### src/design/ofg_pkg.sv
// ----------------------------------------------------------------------------
// ofg_pkg: shared types and constants of the optical flow gradient unit
// Payload structs, the job record passed from front to back, fixed codes.
// ----------------------------------------------------------------------------
package ofg_pkg;

	localparam int MAX_HEIGHT = 1024;

	localparam logic [10:0] WIDTH_RESET  = 11'd640;
	localparam logic [10:0] HEIGHT_RESET = 11'd480;
	localparam logic [10:0] SIZE_MIN     = 11'd3;

	// border positions carry this code instead of a gradient
	localparam logic [7:0]  FILL_CODE   = 8'd5;
	// temporal offset 5*256
	localparam logic [11:0] TEMP_OFFSET = 12'd1280;
	// n/10 == (n*6554)>>16 for n < 16384
	localparam logic [12:0] DIV10_MUL   = 13'd6554;

	localparam int JOB_DEPTH = 8;
	localparam int JOB_PTR_W = $clog2(JOB_DEPTH);
	localparam int JOB_LVL_W = $clog2(JOB_DEPTH + 1);

	// configuration register indexes
	localparam logic REG_FRAME_WIDTH  = 1'b0;
	localparam logic REG_FRAME_HEIGHT = 1'b1;

	// result slots of one job, in emission order
	typedef enum logic [3:0] {
		SLOT_A = 4'b0001,	// (row-1, col-1)
		SLOT_B = 4'b0010,	// (row-1, col), last column
		SLOT_C = 4'b0100,	// (row, col-1), last row
		SLOT_D = 4'b1000	// (row, col), last row and column
	} slot_t;

	typedef struct packed {
		logic [7:0] prev_pixel;
		logic [7:0] curr_pixel;
	} pixel_pair_t;

	typedef struct packed {
		logic [9:0] out_row;
		logic [9:0] out_col;
		logic [7:0] grad_x;
		logic [7:0] grad_y;
		logic [7:0] grad_t;
		logic       last_of_run;
	} result_t;

	// everything the back end needs to emit the results of one input
	typedef struct packed {
		logic [9:0] row;
		logic [9:0] col;
		logic [3:0] slots;
		logic [7:0] a_gx;
		logic [7:0] a_gy;
		logic [7:0] a_gt;
		logic [7:0] b_gx;
		logic [7:0] c_gy;
	} job_t;

endpackage

### src/design/ofg_back.sv
// ----------------------------------------------------------------------------
// ofg_back: result sequencer and output register
// Walks the head job slots oldest first, one result per cycle while popped.
// ----------------------------------------------------------------------------
module ofg_back import ofg_pkg::*; (
	input  logic    clk,
	input  logic    arst_n,
	input  logic    has_job,
	input  job_t    head,
	output logic    job_pop,
	input  logic    pop,
	output logic    empty,
	output result_t result
);

	logic [3:0] done_q, rem, rest;
	slot_t      sel;
	logic       out_v_q, load, take, last;
	result_t    res, result_q;

	assign load = !out_v_q || pop;
	assign take = load && has_job;

	always_comb begin
		rem = head.slots & ~done_q;
		if (rem[0])
			sel = SLOT_A;
		else if (rem[1])
			sel = SLOT_B;
		else if (rem[2])
			sel = SLOT_C;
		else
			sel = SLOT_D;
		rest = rem & ~sel;
		last = (rest == 4'd0);

		res.last_of_run = last;
		case (sel)
			SLOT_A: begin
				res.out_row = head.row - 10'd1;
				res.out_col = head.col - 10'd1;
				res.grad_x  = head.a_gx;
				res.grad_y  = head.a_gy;
				res.grad_t  = head.a_gt;
			end
			SLOT_B: begin
				res.out_row = head.row - 10'd1;
				res.out_col = head.col;
				res.grad_x  = head.b_gx;
				res.grad_y  = FILL_CODE;
				res.grad_t  = FILL_CODE;
			end
			SLOT_C: begin
				res.out_row = head.row;
				res.out_col = head.col - 10'd1;
				res.grad_x  = FILL_CODE;
				res.grad_y  = head.c_gy;
				res.grad_t  = FILL_CODE;
			end
			default: begin
				res.out_row = head.row;
				res.out_col = head.col;
				res.grad_x  = FILL_CODE;
				res.grad_y  = FILL_CODE;
				res.grad_t  = FILL_CODE;
			end
		endcase
	end

	assign job_pop = take && last;

	always_ff @(posedge clk or negedge arst_n) begin
		if (!arst_n) begin
			done_q  <= 4'd0;
			out_v_q <= 1'b0;
		end else begin
			if (load)
				out_v_q <= has_job;
			if (take)
				done_q <= last ? 4'd0 : (done_q | sel);
		end
	end

	always_ff @(posedge clk) begin
		if (take)
			result_q <= res;
	end

	assign empty  = !out_v_q;
	assign result = result_q;

endmodule

### config.mk
export PLATFORM = sky130hd
export DESIGN_NAME = ofg_back
export DESIGN_NICKNAME = d
export VERILOG_FILES = /design/src/design/ofg_pkg.sv /design/src/design/ofg_back.sv
export SDC_FILE = /design/constraint.sdc
export NUM_CORES = 1
export LEC_CHECK = 0
export BUFFER_PORTS_ARGS = -buffer_cell sky130_fd_sc_hd__buf_2
export CAP_MARGIN = 20
export CORE_ASPECT_RATIO = 1.75
export CORE_MARGIN = 8
export CORE_UTILIZATION = 45
export DETAILED_ROUTE_END_ITERATION = 10
export HOLD_SLACK_MARGIN = 0.06
export PLACE_DENSITY_LB_ADDON = 0.12
export SETUP_SLACK_MARGIN = 0.4
export SLEW_MARGIN = 20
export SYNTH_ARGS = -nofsm -noshare
export SYNTH_HDL_FRONTEND = slang
export SYNTH_SLANG_ARGS = --single-unit
### constraint.sdc
create_clock -name clk -period 2.5 [get_ports clk]
set_input_delay 0 -clock clk [delete_from_list [all_inputs] [get_ports clk]]
set_output_delay 0 -clock clk [all_outputs]
set_load 0.01 [all_outputs]
# Word-level counts from Yosys, hierarchy flattened
# Index checks and enable logic that the tools add are counted.
[op_classes]
add_sub_neg = 2
n_eq_ne = 3
mux = 5
bitwise = 5
n_reduce_logical = 5
[op_table]
columns = ["op", "count"]
rows = [
  ["$pmux W44 S3", 1],
  ["$sub A10 B1 Y10 const B", 2],
  ["$mux W4", 4],
  ["$and A4 B4 Y4", 2],
  ["$not A4 Y4", 2],
  ["$eq A4 B1 Y1 const B", 1],
  ["$eq A4 B2 Y1 const B", 1],
  ["$eq A4 B3 Y1 const B", 1],
  ["$logic_not A4 Y1", 1],
  ["$or A4 B4 Y4", 1],
  ["$logic_and A1 B1 Y1", 2],
  ["$logic_not A1 Y1", 1],
  ["$logic_or A1 B1 Y1", 1],
]
[totals]
register_bits = 50
in_bits = 68
out_inout_bits = 47
wordCells = 28

# Depth between registers and ports, before layout
[depth]
ltp_word = 9
mapped_depth = 5

# Worst setup path before layout
# OpenSTA, ideal clock, no wires.
[synth_path]
path_kind = "reg-to-reg"
startpoint = "reg out_v_q"
endpoint = "reg done_q[3]"
setup_ns = 0.119
t_arrival_ns = 1.883
required_ns = 2.381
setup_slack_ns = 0.497
path_stages_with_launch = 6
path_buffers = 0
synth_period_minus_slack_ns = 2.003
cell_sequence = "dfrtp_1 nand2b_1 nand2_1 inv_1 o21ai_0 and2_1"
[synth_via]
elab_chain_len = 3
[synth_lines]
columns = ["item", "line_no", "text"]
rows = [
  ["start: declaration", "ofg_back.sv:18", "logic out_v_q, load, take, last;"],
  ["start signal: assignment", "ofg_back.sv:78", "out_v_q <= has_job;"],
  ["$logic_not A1 Y1", "ofg_back.sv:21", "assign load = !out_v_q || pop;"],
  ["$logic_or A1 B1 Y1", "ofg_back.sv:21", ""],
  ["$logic_and A1 B1 Y1", "ofg_back.sv:22", "assign take = load && has_job;"],
  ["via take", "ofg_back.sv:18", ""],
  ["end signal: assignment", "ofg_back.sv:80", "done_q <= last ? 4'd0 : (done_q | sel);"],
  ["end: declaration", "ofg_back.sv:16", "logic [3:0] done_q, rem, rest;"],
]
# The timed path passes the listed nets, and every way through them passes these cells.
# A chain may end at the register's enable or synchronous reset.

==> reports/qor.yml <==
run_status:
  outcome: "completed"
grt:
  grt_pass1_vias: 2222
  overflow: 0
  grt_pass1_wl_microns: 10900
  grt_max_degree: 50
  antenna_found_initial: 1
  grt_use_total_pct: 17.2
min_path:
  hold_class: "primary input to flip-flop"
  hp-start: "head[47]"
  whs_path_depth: 2
  whs_endpoint: "result[28]"
routing:
  drc: 0
  ant_nets: 0
  via_count: 2080
  wl_per_cell_microns: 16.5
  drt-initial-drc-count: 97
  drtPass1Iterations: 4
  viasPerCell: 5.05
  wl_microns: 6800
floorplan:
  die_width_microns: 70.1
  row_count: 34
  initial_core_util_pct: 46.3
  die_h_microns: 111
  core_area_sq_mm: 0.00498
  die_area_sq_mm: 0.00776
  ios: 115
synthesis:
  ys_seq_area_share_pct: 64.0
  yosys_warnings: 0
  avgSynthCellArea_sq_um: 13.1
  synth_most_common_cell: "edfxtp_1"
  synth_top_area_cell: "edfxtp_1"
  ys_types: 37
  synth_common_cells: "45 x edfxtp_1, 12 x a22o_1, 11 x xor2_1"
  async_reset_ff_share_pct: 10.0
  synth-edff-count: 45
  ys.flop_type: "edfxtp_1"
  synthTopCellsByArea: "edfxtp_1 59%, dfrtp_1 5.4%, a22o_1 4.6%"
  synth_area_sq_mm: 0.00231
  syn-num-nets: 246
  synthesis.instances: 176
  synth_top_area_share_pct: 58.6
  synth-seq-cells: 50
placement:
  hpwl_microns: 4580
  io_buffer_count: 114
  place.gp.congestion: 0.866
clock_tree:
  clkLatencyLatePin_ns: 0.30
  post-cts-setup-buffers: 0
  cts_tree: "built"
  ctsRootBufferMaster: "clkbuf_8"
  clk_pin_slew_ns: 0.09
  htreeDepth: 2
  clock_path_buffers: 2
  cts-buffers-inserted: 5
  clock-sinks: 50
final_layout:
  drive_gt1_share_pct: 36.7
  nNetsFinal: 426
  area_delta_synth_final_pct: 59.7
  final_util_pct: 74.0
sta:
  rsz0062_at_grt: "false"
  hold_violations: 0
  tightest_slew_ns: 0.533
  relSlewSlack_pct: 64.4
  finClkSkew_ns: 0.00542
  fin_setup_tns_ns: 0
  maxSlewViolCount: 0
  max_freq_ghz: 0.515
  fin_hold_ws_ns: 0.0741
  finalSetupViolCount: 0
  min_period_ns: 1.94
  post-route-period-util_pct: 77.7
power:
  power_density_mw_per_mm2: 594
  irDropWorstVdd_uv: 512
  p_leak_nw: 1.59
  total_power_mw: 2.19
setup_path:
  cp-end-kind: "flip-flop"
  rrSetupSlack_ns: 0.56
  cp.arrival_ns: 2.00
  start_kind: "flip-flop"
  reg2reg_depth: 5
  r2r-end: "result[18]"
  critPathRequiredTime_ns: 2.55
  cp_max_fo: 26
  timing.rr.start: "done_q[0]"
  critical_path_class: "flip-flop to flip-flop"
run:
  max-cap-violations: 0
cell usage in the layout, fill, tap and decap left out, types with 6 or more instances in the layout:
cell type,count
buf_2,114
dlygate4sd3_1,61
edfxtp_1,45
a22o_1,12
xor2_1,11
nor3_1,10
a21oi_1,10
nand2_1,9
nand2b_1,8
nor2_1,8
and2_1,7
inv_1,6
xnor2_1,6
layout make-up:
| type | count | area [sq um] |
|---|---|---|
| clock buffer | 6 | 72.6 |
| inverter | 7 | 26.3 |
| fill | 354 | 1290 |
| clock inverter | 2 | 37.5 |
| sequential | 50 | 1480 |
| multi-input combinational | 115 | 792 |
| tap | 54 | 67.6 |
| antenna | 1 | 2.50 |
| timing repair buffer | 177 | 1210 |
worst max path at each step:
| stage | from | endpoint | slack, ns | cells after the start |
|---|---|---|---|---|
| 3_3_place_gp | done_q[0] | result[13] | 0.86 | 4 |
| 3_5_place_dp | done_q[0] | result[12] | 0.77 | 4 |
| 5_1_grt | done_q[0] | result[21] | 0.45 | 5 |
| 2_1_floorplan | out_v_q | done_q[3] | 0.50 | 5 |
| 4_1_cts | done_q[0] | result[18] | 0.49 | 5 |
| 6_report | done_q[0] | result[18] | 0.56 | 5 |
through the flow:
stage	setup slack [ns]	instances	area, sq um
after floorplan	0.497	176	2310
after global placement	0.855	342	2960
after detailed placement	0.772	342	2960
after CTS	0.486	411	3680
after global routing	0.449	412	3680
final	0.557	412	3680
layer usage:
metal  global-route usage, %  vias up  share of wire, %
met5                       0        -                 0
met4                    6.47        0               2.8
met3                    5.56       15               6.7
met2                    31.7       87                54
met1                    17.1      962                37
li1                        -     1016                 -
report_power, final:
| part | internal (mW) | switching [mW] |
|---|---|---|
| combinational | 0.284 | 0.298 |
| clock | 0.299 | 0.260 |
| sequential | 1.02 | 0.0246 |
| total | 1.60 | 0.582 |
timing repair:
item                                   4_1_cts  5_1_grt
setup endpoints to repair                    0        6
gates resized for setup                      0        1
hold buffers                                61        0
endpoints found under the hold margin       47        0
state kept, by name, summed over array words and instances (netlist names):
| register | count |
|---|---|
| done_q | 4 |
| result | 45 |
| out_v_q | 1 |
worst max-delay path, cell delays in order (launching register included):
cell	delay [ns]
dfrtp_1	0.40
nor2b_2	0.13
buf_4	0.28
nor2_2	0.13
a22o_1	0.20
dlygate4sd3_1	0.56
cells by family after synthesis:
| family | Yosys count | synth area share [%] |
|---|---|---|
| adder cells (fa/ha/maj) | 2 | 1.09 |
| XOR/XNOR | 17 | 6.46 |
| multiplexers | 1 | 0.488 |
| AO/OA/AOI/OAI | 38 | 11.7 |
| AND/OR/NAND/NOR | 57 | 14.4 |
| buffers and inverters | 11 | 1.84 |
| flip-flops | 50 | 64.0 |
(Power assumes the default switching activity.)
