File: config.mk
export PLATFORM = sky130hd
export DESIGN_NAME = ofg_job_queue
export DESIGN_NICKNAME = d
export VERILOG_FILES = /design/src/design/ofg_pkg.sv /design/src/design/ofg_job_queue.sv
export SDC_FILE = /design/constraint.sdc
export NUM_CORES = 1
export LEC_CHECK = 0
export ABC_AREA = 1
export BUFFER_PORTS_ARGS = -buffer_cell sky130_fd_sc_hd__clkbuf_2
export CORE_ASPECT_RATIO = 0.5
export CORE_UTILIZATION = 60
export CTS_CLUSTER_DIAMETER = 40
export CTS_CLUSTER_SIZE = 16
export DETAILED_ROUTE_END_ITERATION = 12
export PLACE_DENSITY = 0.88
export SKIP_LAST_GASP = 1
export SLEW_MARGIN = 30
export SYNTH_ARGS = -nofsm -noshare
export SYNTH_HDL_FRONTEND = slang
export SYNTH_SLANG_ARGS = --single-unit
File: constraint.sdc
create_clock -name clk -period 4.4 [get_ports clk]
set_clock_uncertainty 0.15 [all_clocks]
set_input_delay 0.44 -clock clk [delete_from_list [all_inputs] [get_ports clk]]
set_output_delay 0.44 -clock clk [all_outputs]
set_load 0.1 [all_outputs]
File: src/design/ofg_pkg.sv
// ----------------------------------------------------------------------------
// ofg_pkg: shared types and constants of the optical flow gradient unit
// Payload structs, the job record passed from front to back, fixed codes.
// ----------------------------------------------------------------------------
package ofg_pkg;

	localparam int MAX_HEIGHT = 1024;

	localparam logic [10:0] WIDTH_RESET  = 11'd640;
	localparam logic [10:0] HEIGHT_RESET = 11'd480;
	localparam logic [10:0] SIZE_MIN     = 11'd3;

	// border positions carry this code instead of a gradient
	localparam logic [7:0]  FILL_CODE   = 8'd5;
	// temporal offset 5*256
	localparam logic [11:0] TEMP_OFFSET = 12'd1280;
	// n/10 == (n*6554)>>16 for n < 16384
	localparam logic [12:0] DIV10_MUL   = 13'd6554;

	localparam int JOB_DEPTH = 8;
	localparam int JOB_PTR_W = $clog2(JOB_DEPTH);
	localparam int JOB_LVL_W = $clog2(JOB_DEPTH + 1);

	// configuration register indexes
	localparam logic REG_FRAME_WIDTH  = 1'b0;
	localparam logic REG_FRAME_HEIGHT = 1'b1;

	// result slots of one job, in emission order
	typedef enum logic [3:0] {
		SLOT_A = 4'b0001,	// (row-1, col-1)
		SLOT_B = 4'b0010,	// (row-1, col), last column
		SLOT_C = 4'b0100,	// (row, col-1), last row
		SLOT_D = 4'b1000	// (row, col), last row and column
	} slot_t;

	typedef struct packed {
		logic [7:0] prev_pixel;
		logic [7:0] curr_pixel;
	} pixel_pair_t;

	typedef struct packed {
		logic [9:0] out_row;
		logic [9:0] out_col;
		logic [7:0] grad_x;
		logic [7:0] grad_y;
		logic [7:0] grad_t;
		logic       last_of_run;
	} result_t;

	// everything the back end needs to emit the results of one input
	typedef struct packed {
		logic [9:0] row;
		logic [9:0] col;
		logic [3:0] slots;
		logic [7:0] a_gx;
		logic [7:0] a_gy;
		logic [7:0] a_gt;
		logic [7:0] b_gx;
		logic [7:0] c_gy;
	} job_t;

endpackage

File: src/design/ofg_job_queue.sv
// ----------------------------------------------------------------------------
// ofg_job_queue: job FIFO between front and back
// Register-based, head presented combinationally, fill level exported.
// ----------------------------------------------------------------------------
module ofg_job_queue import ofg_pkg::*; (
	input  logic                 clk,
	input  logic                 arst_n,
	input  logic                 push,
	input  job_t                 job_in,
	input  logic                 pop,
	output job_t                 head,
	output logic [JOB_LVL_W-1:0] level
);

	job_t                 jobs_q [JOB_DEPTH];
	logic [JOB_PTR_W-1:0] wr_ptr_q, rd_ptr_q;
	logic [JOB_LVL_W-1:0] level_q;

	always_ff @(posedge clk) begin
		if (push)
			jobs_q[wr_ptr_q] <= job_in;
	end

	always_ff @(posedge clk or negedge arst_n) begin
		if (!arst_n) begin
			wr_ptr_q <= '0;
			rd_ptr_q <= '0;
			level_q  <= '0;
		end else begin
			if (push)
				wr_ptr_q <= wr_ptr_q + JOB_PTR_W'(1);
			if (pop)
				rd_ptr_q <= rd_ptr_q + JOB_PTR_W'(1);
			if (push && !pop)
				level_q <= level_q + JOB_LVL_W'(1);
			else if (pop && !push)
				level_q <= level_q - JOB_LVL_W'(1);
		end
	end

	assign head  = jobs_q[rd_ptr_q];
	assign level = level_q;

endmodule

# ---- Word level (Yosys, flattened, before mapping)
# Memories as Yosys holds them, arrays and structs flattened.
# Index checks and enable logic that the tools add are counted.
dict set report totals {
  register_bits 10
  latchBits 0
  ramBits 512
  rom_bits 0
  in_bits 68
  output_inout_bits 68
  wordCells 17
  memories 1
}
# name words word_bits rd rd_clocked_by_memory_dff wr line
set mem_list {}
lappend mem_list {jobs_q 8 64 1 0 1 ofg_job_queue.sv:15} ;# job_t jobs_q [JOB_DEPTH];
dict set report op_classes {
  add_sub_neg 4
  multipliers 0
  div 0
  order_cmp 0
  eq_ne 0
  n_shift 0
  n_mux 4
  bitwise 0
  reduce_logical 5
}
# op count
set op_table {}
lappend op_table {{4-bit two-way mux} 2}
lappend op_table {{3-bit by 1-bit adder with 3-bit output, second input constant} 2}
lappend op_table {{4-bit by 1-bit adder with 4-bit output, second input constant} 1}
lappend op_table {{4-bit by 1-bit subtractor with 4-bit output, second input constant} 1}
lappend op_table {{1-bit logical AND} 2}
lappend op_table {{1-bit logical NOT} 2}
lappend op_table {{1-bit two-way mux} 2}
lappend op_table {{2-bit nonzero test} 1}

# ---- Longest topological paths before layout
# Gate-level depths: netlist of run 1.
dict set report depth {
  word_depth 4
  mapped_depth 10
  mapped_depth_nobuf 10
}

# ---- Worst setup path before layout of run 1
# No wires, ideal clock.
dict set report synth_timing {
  kind {input-to-reg}
  from {in push}
  to {mem jobs_q[0][0] (netlist bit), enable pin}
  setup_ps 486
  arrival_ps 3467
  t_required_ps 3764
  path_slack_ps 297
  cell_stages 3
  n_path_buf 0
  cell_sequence {inv_1 > or2_2 > nor2_1}
}
dict set report synth_via {
  elab_chain_len 2
}
# element line
set synth_rtl {}
lappend synth_rtl {{start: declaration} ofg_job_queue.sv:8} ;# input logic push,
lappend synth_rtl {{1-bit two-way mux} ofg_job_queue.sv:20} ;# if (push)
lappend synth_rtl {{1-bit two-way mux (implied by the code)} ofg_job_queue.sv:21} ;# jobs_q[wr_ptr_q] <= job_in;
lappend synth_rtl {{end: declaration} ofg_job_queue.sv:15}
# Every way passes these cells.

==> flow_summary.toml, run 1 <==
[clock_network]
clk_latency_ps = 550
clk_pin_slew_ps = 70
htreeDepth = 2
cts-root-buf = "clkbuf_16"
clkSinkCount = 522
clockBufferDepth = 3
cts_hold_buf = 7
cts_resized = 0
cts_tree = "yes"
post_cts_buffers = 0
cts_made_buffers = 42

[setup_path]
slowest_stage = "dfrtp_4"
endpoint_kind = "output port"
critPathMostFrequentCell = "nand2_1"
cp_slowest_stage_delay_ps = 820
cp-start-kind = "register"
rrSetupSlack_ps = 1950
cp.arrival_ps = 3300
crit_required_ps = 3810
crit_path_cell_trace = "inv_4, buf_12, nor2_1, nand2_1, nand2_1, nand2_1, nand2_1, clkbuf_2"
cp_max_fo = 71
crit_type = "register to output port"

[floorplan]
core_mm2 = 0.0365
die_h_um = 139
initial_core_util = 0.619
num_rows = 49
ios = 136
die_w_um = 276
die_area_mm2 = 0.0385

[detailed_routing]
drtIter0Drc = 1869
via_per_inst = 5.31
drtPass1Iterations = 6
drtAntennaViolNets = 0
wl_um = 50300
drc = 0
post_drt_wl_per_cell_um = 17.3
vias = 15400

[sta]
max_slew_margin = 0.355
period_minus_slack_ps = 3890
setup_viol = 0
hold_viol_final = 0
worst_slew_pin_slew_ps = 968
rsz0062_at_grt = "no"
fin_setup_tns_ps = 0
slew_viol_final = 0
fin_crit_sh = 0.884
max_freq_ghz = 0.257

[synth]
yosys.area.top_type = "edfxtp_1"
synth_common_cells = "856 x nand2_1, 519 x nor2_1, 512 x edfxtp_1"
ys_ff_latch = 522
synth_most_common_cell = "nand2_1"
netlist_area_mm2 = 0.0226
netlist_top_cells_area = "edfxtp_1 68%, nand2_1 14%, nor2_1 8.6%"
avgSynthCellArea_um2 = 9.90
ys_seq_area_frac = 0.692
synthFlopType = "edfxtp_1"
synth_top_area_frac = 0.681
syn_nets = 2356
synth_edf_count = 512
ys_warn_count = 0
synth-async-reset-ratio = 0.0192
synthDistinctLibCells = 18
syn_inst = 2282

[place]
place.gp.congestion = 0.782
port_buffers = 135
dp_hpwl_um = 25900

[final_layout]
area_growth_pct = 11.0
nets = 2465
drive_above_1_share = 0.0949

[global_route]
grt_overflow = 0
grt_first_pass_wirelength_um = 77800
grt_start_max_net_pins = 139
groute.usage.overall = 0.261
grt_pass1_vias = 15400
antenna_found_initial = 3

[outcome]
status = "finished clean"

[worst_hold_path]
hold_path_class = "input port to register"

[flow_run]
cap_violations = 0
## layout make-up
type | count | area (µm²)
sequential | 522 | 15600
fill | 2255 | 11400
multi-input combinational | 1394 | 5390
clock buffer | 52 | 1170
timing repair buffer | 163 | 1060
inverter | 268 | 1010
tap | 484 | 606
clock inverter | 13 | 188
antenna | 2 | 5.00
## metrics by stage
step	setup WS, ps	cells	utilization	hold WS (ps)	area [µm²]
final	511	2898	0.687	13.8	25100
after global routing	376	2898	0.687	11.7	25100
after CTS	522	2896	0.687	1.22	25100
after detailed placement	1210	2824	0.648	192	23600
after global placement	1220	2824	0.648	178	23600
after floorplan	297	2282	-	-5.59	22600
## logic make-up after synthesis
logic type | synth area share
adder cells (fa/ha/maj) | 0.00366
buffers and inverters | 0.0725
AND/OR/NAND/NOR | 0.229
AO/OA/AOI/OAI | 0.000886
XOR/XNOR | 0.00194
flip-flops | 0.692
## worst max-delay path: cells and delay by family (launching register included)
kind,cells,cell delay (ps)
buffers and inverters,3,1330
flip-flops,1,820
AND/OR/NAND/NOR,5,570
## layer usage
layer,track usage,share of wire,up-vias
met5,0,0,-
met4,0.133,0.039,0
met3,0.0440,0.090,153
met2,0.469,0.51,810
met1,0.306,0.36,7141
li1,-,-,7275
## sequential cells by signal, indices dropped and copies added, names as in the netlist
name      flops
jobs_q      512
level         4
rd_ptr_q      3
wr_ptr_q      3
## placed cells by master (no fill, tap or decap), types with 6 or more instances in the layout
master         count
nand2_1          856
edfxtp_1         512
nor2_1           511
inv_1            266
clkbuf_2         135
clkbuf_16         45
buf_12            12
nor2_4             8
dlygate4sd3_1      7
dfrtp_1            7
buf_4              6
## worst paths after layout
check,cells after the start,from,endpoint
setup reg to reg,3,wr_ptr_q[0]$_DFFE_PN0P_,jobs_q[4][34]$_DFFE_PP_
hold reg to reg,2,wr_ptr_q[0]$_DFFE_PN0P_,wr_ptr_q[0]$_DFFE_PN0P_
max in group asynchronous,2,arst_n,rd_ptr_q[1]$_DFFE_PN0P_
setup / recovery,8,rd_ptr_q[1]$_DFFE_PN0P_,head[63]
hold / removal,1,job_in[52],jobs_q[4][52]$_DFFE_PP_
min in group asynchronous,2,arst_n,level[2]$_DFFE_PN0P_
Power of run 1 is left out: the tool's default activity adds up to more than one toggle a clock period on the data nets, which glitch-free logic cannot reach.
==> inputs of run 2 (changes only) <==
--- a/config.mk
+++ b/config.mk
@@ -13,6 +13,7 @@
 export CTS_CLUSTER_SIZE = 16
 export DETAILED_ROUTE_END_ITERATION = 12
 export PLACE_DENSITY = 0.88
+export RECOVER_POWER = 50
 export SKIP_LAST_GASP = 1
 export SLEW_MARGIN = 30
 export SYNTH_ARGS = -nofsm -noshare
==> flow_summary.toml, run 2 (synthesized netlist as in run 1, its figures left out) <==
[outcome]
status = "finished, violations left"
violations = "capacitance limit, slew limit"

[final_layout]
final_cell_mix = "856 x nand2_1, 513 x nor2_1, 512 x edfxtp_1, 266 x inv_1, 71 x clkbuf_1"
layout_commonest_cell = "nand2_1"
nets = 2465
drive_above_1_share = 0.0663
area_growth_pct = 10.5
top_register = "jobs_q"
largest_reg_flops = 512
n_fill_cell = 2298

[setup_path]
crit_type = "register to output port"
endpoint_kind = "output port"
cp.arrival_ps = 3320
cp_max_fo = 71
cp-start-kind = "register"
crit_required_ps = 3810

[global_route]
grt_first_pass_wirelength_um = 77800
grt_overflow = 0
grt_start_max_net_pins = 139
grt_pass1_vias = 15400
antenna_found_initial = 3
groute.usage.overall = 0.261

[worst_hold_path]
hold_path_class = "input port to register"

[sta]
max_slew_margin = -0.554
rsz0062_at_grt = "no"
max_freq_ghz = 0.256
fin_crit_sh = 0.888
period_minus_slack_ps = 3910
setup_viol = 0
worst_slew_pin_slew_ps = 2330
slew_viol_final = 65
fin_setup_tns_ps = 0
hold_viol_final = 0

[clock_network]
cts_made_buffers = 42
clk_pin_slew_ps = 70
htreeDepth = 2
cts-root-buf = "clkbuf_16"
clk_latency_ps = 550
cts_resized = 0
clkSinkCount = 522
cts_tree = "yes"
clockBufferDepth = 3

[detailed_routing]
drc = 0
via_per_inst = 5.32
post_drt_wl_per_cell_um = 17.4
drtAntennaViolNets = 0
drtPass1Iterations = 6
vias = 15400
drtIter0Drc = 1712
wl_um = 50300

[place]
port_buffers = 135
dp_hpwl_um = 25900
place.gp.congestion = 0.782

[floorplan]
die_area_mm2 = 0.0385
die_w_um = 276
core_mm2 = 0.0365
initial_core_util = 0.619
ios = 136
num_rows = 49
die_h_um = 139

[flow_run]
cap_violations = 1
-- run 2: cell types whose count changed in the layout (fill, tap and decap cells not counted), sizes merged --
| cell | before | now |
|---|---|---|
| buf | 21 | 20 |
| clkbuf | 187 | 188 |
| diode | 2 | 3 |
-- run 2: repair_timing --
item,CTS,global route
hold endpoints to repair,28,0
hold buffers,7,0
setup buffers,0,0
-- run 2: worst max-delay path, stage by stage (launching register included) --
cell and delay, ps:
dfrtp_4 820, inv_4 500, buf_12 370, nor2_1 140, nand2_1 90, nand2_1 120, nand2_1 80, nand2_1 150
clkbuf_2 470
-- run 2: per-stage QoR --
step / utilization / std cells / hold WS (ps) / setup WS, ps / instance area, µm²
3_3_place_gp: 0.648 / 2824 / 178 / 1220 / 23600
5_1_grt: 0.684 / 2898 / 53.0 / 390 / 25000
2_1_floorplan: - / 2282 / -5.59 / 297 / 22600
3_5_place_dp: 0.648 / 2824 / 192 / 1210 / 23600
4_1_cts: 0.687 / 2896 / 1.22 / 522 / 25100
6_report: 0.684 / 2899 / 62.6 / 494 / 25000
-- run 2: final timing paths --
kind / startpoint / to / slack [ps] / depth (start not counted)
worst max register to register: wr_ptr_q[0]$_DFFE_PN0P_ / jobs_q[2][42]$_DFFE_PP_ / 1140 / 3
worst min register to register: wr_ptr_q[0]$_DFFE_PN0P_ / wr_ptr_q[0]$_DFFE_PN0P_ / 390 / 2
worst min-delay path: push / wr_ptr_q[1]$_DFFE_PN0P_ / 60 / 2
worst max-delay path: rd_ptr_q[1]$_DFFE_PN0P_ / head[63] / 490 / 8
max in group asynchronous: arst_n / rd_ptr_q[1]$_DFFE_PN0P_ / 3230 / 2
min in group asynchronous: arst_n / level[2]$_DFFE_PN0P_ / 340 / 2
-- run 2: final cells by class --
| type | count | area (µm²) | area share |
|---|---|---|---|
| sequential | 522 | 15600 | 0.626 |
| clock buffer | 52 | 1170 | 0.0470 |
| multi-input combinational | 1394 | 5380 | 0.215 |
| timing repair buffer | 163 | 967 | 0.0388 |
| antenna | 3 | 7.51 | 0.000301 |
| tap | 484 | 606 | 0.0243 |
| inverter | 268 | 1010 | 0.0404 |
| clock inverter | 13 | 188 | 0.00752 |
-- run 2: per-layer routing --
metal,up-vias,wire length [µm],global-route usage
li1,7281,-,-
met2,773,25500,0.469
met5,-,0,0
met1,7220,18500,0.306
met3,161,4230,0.0440
met4,0,2050,0.133
Power of run 2 is left out for the same reason.
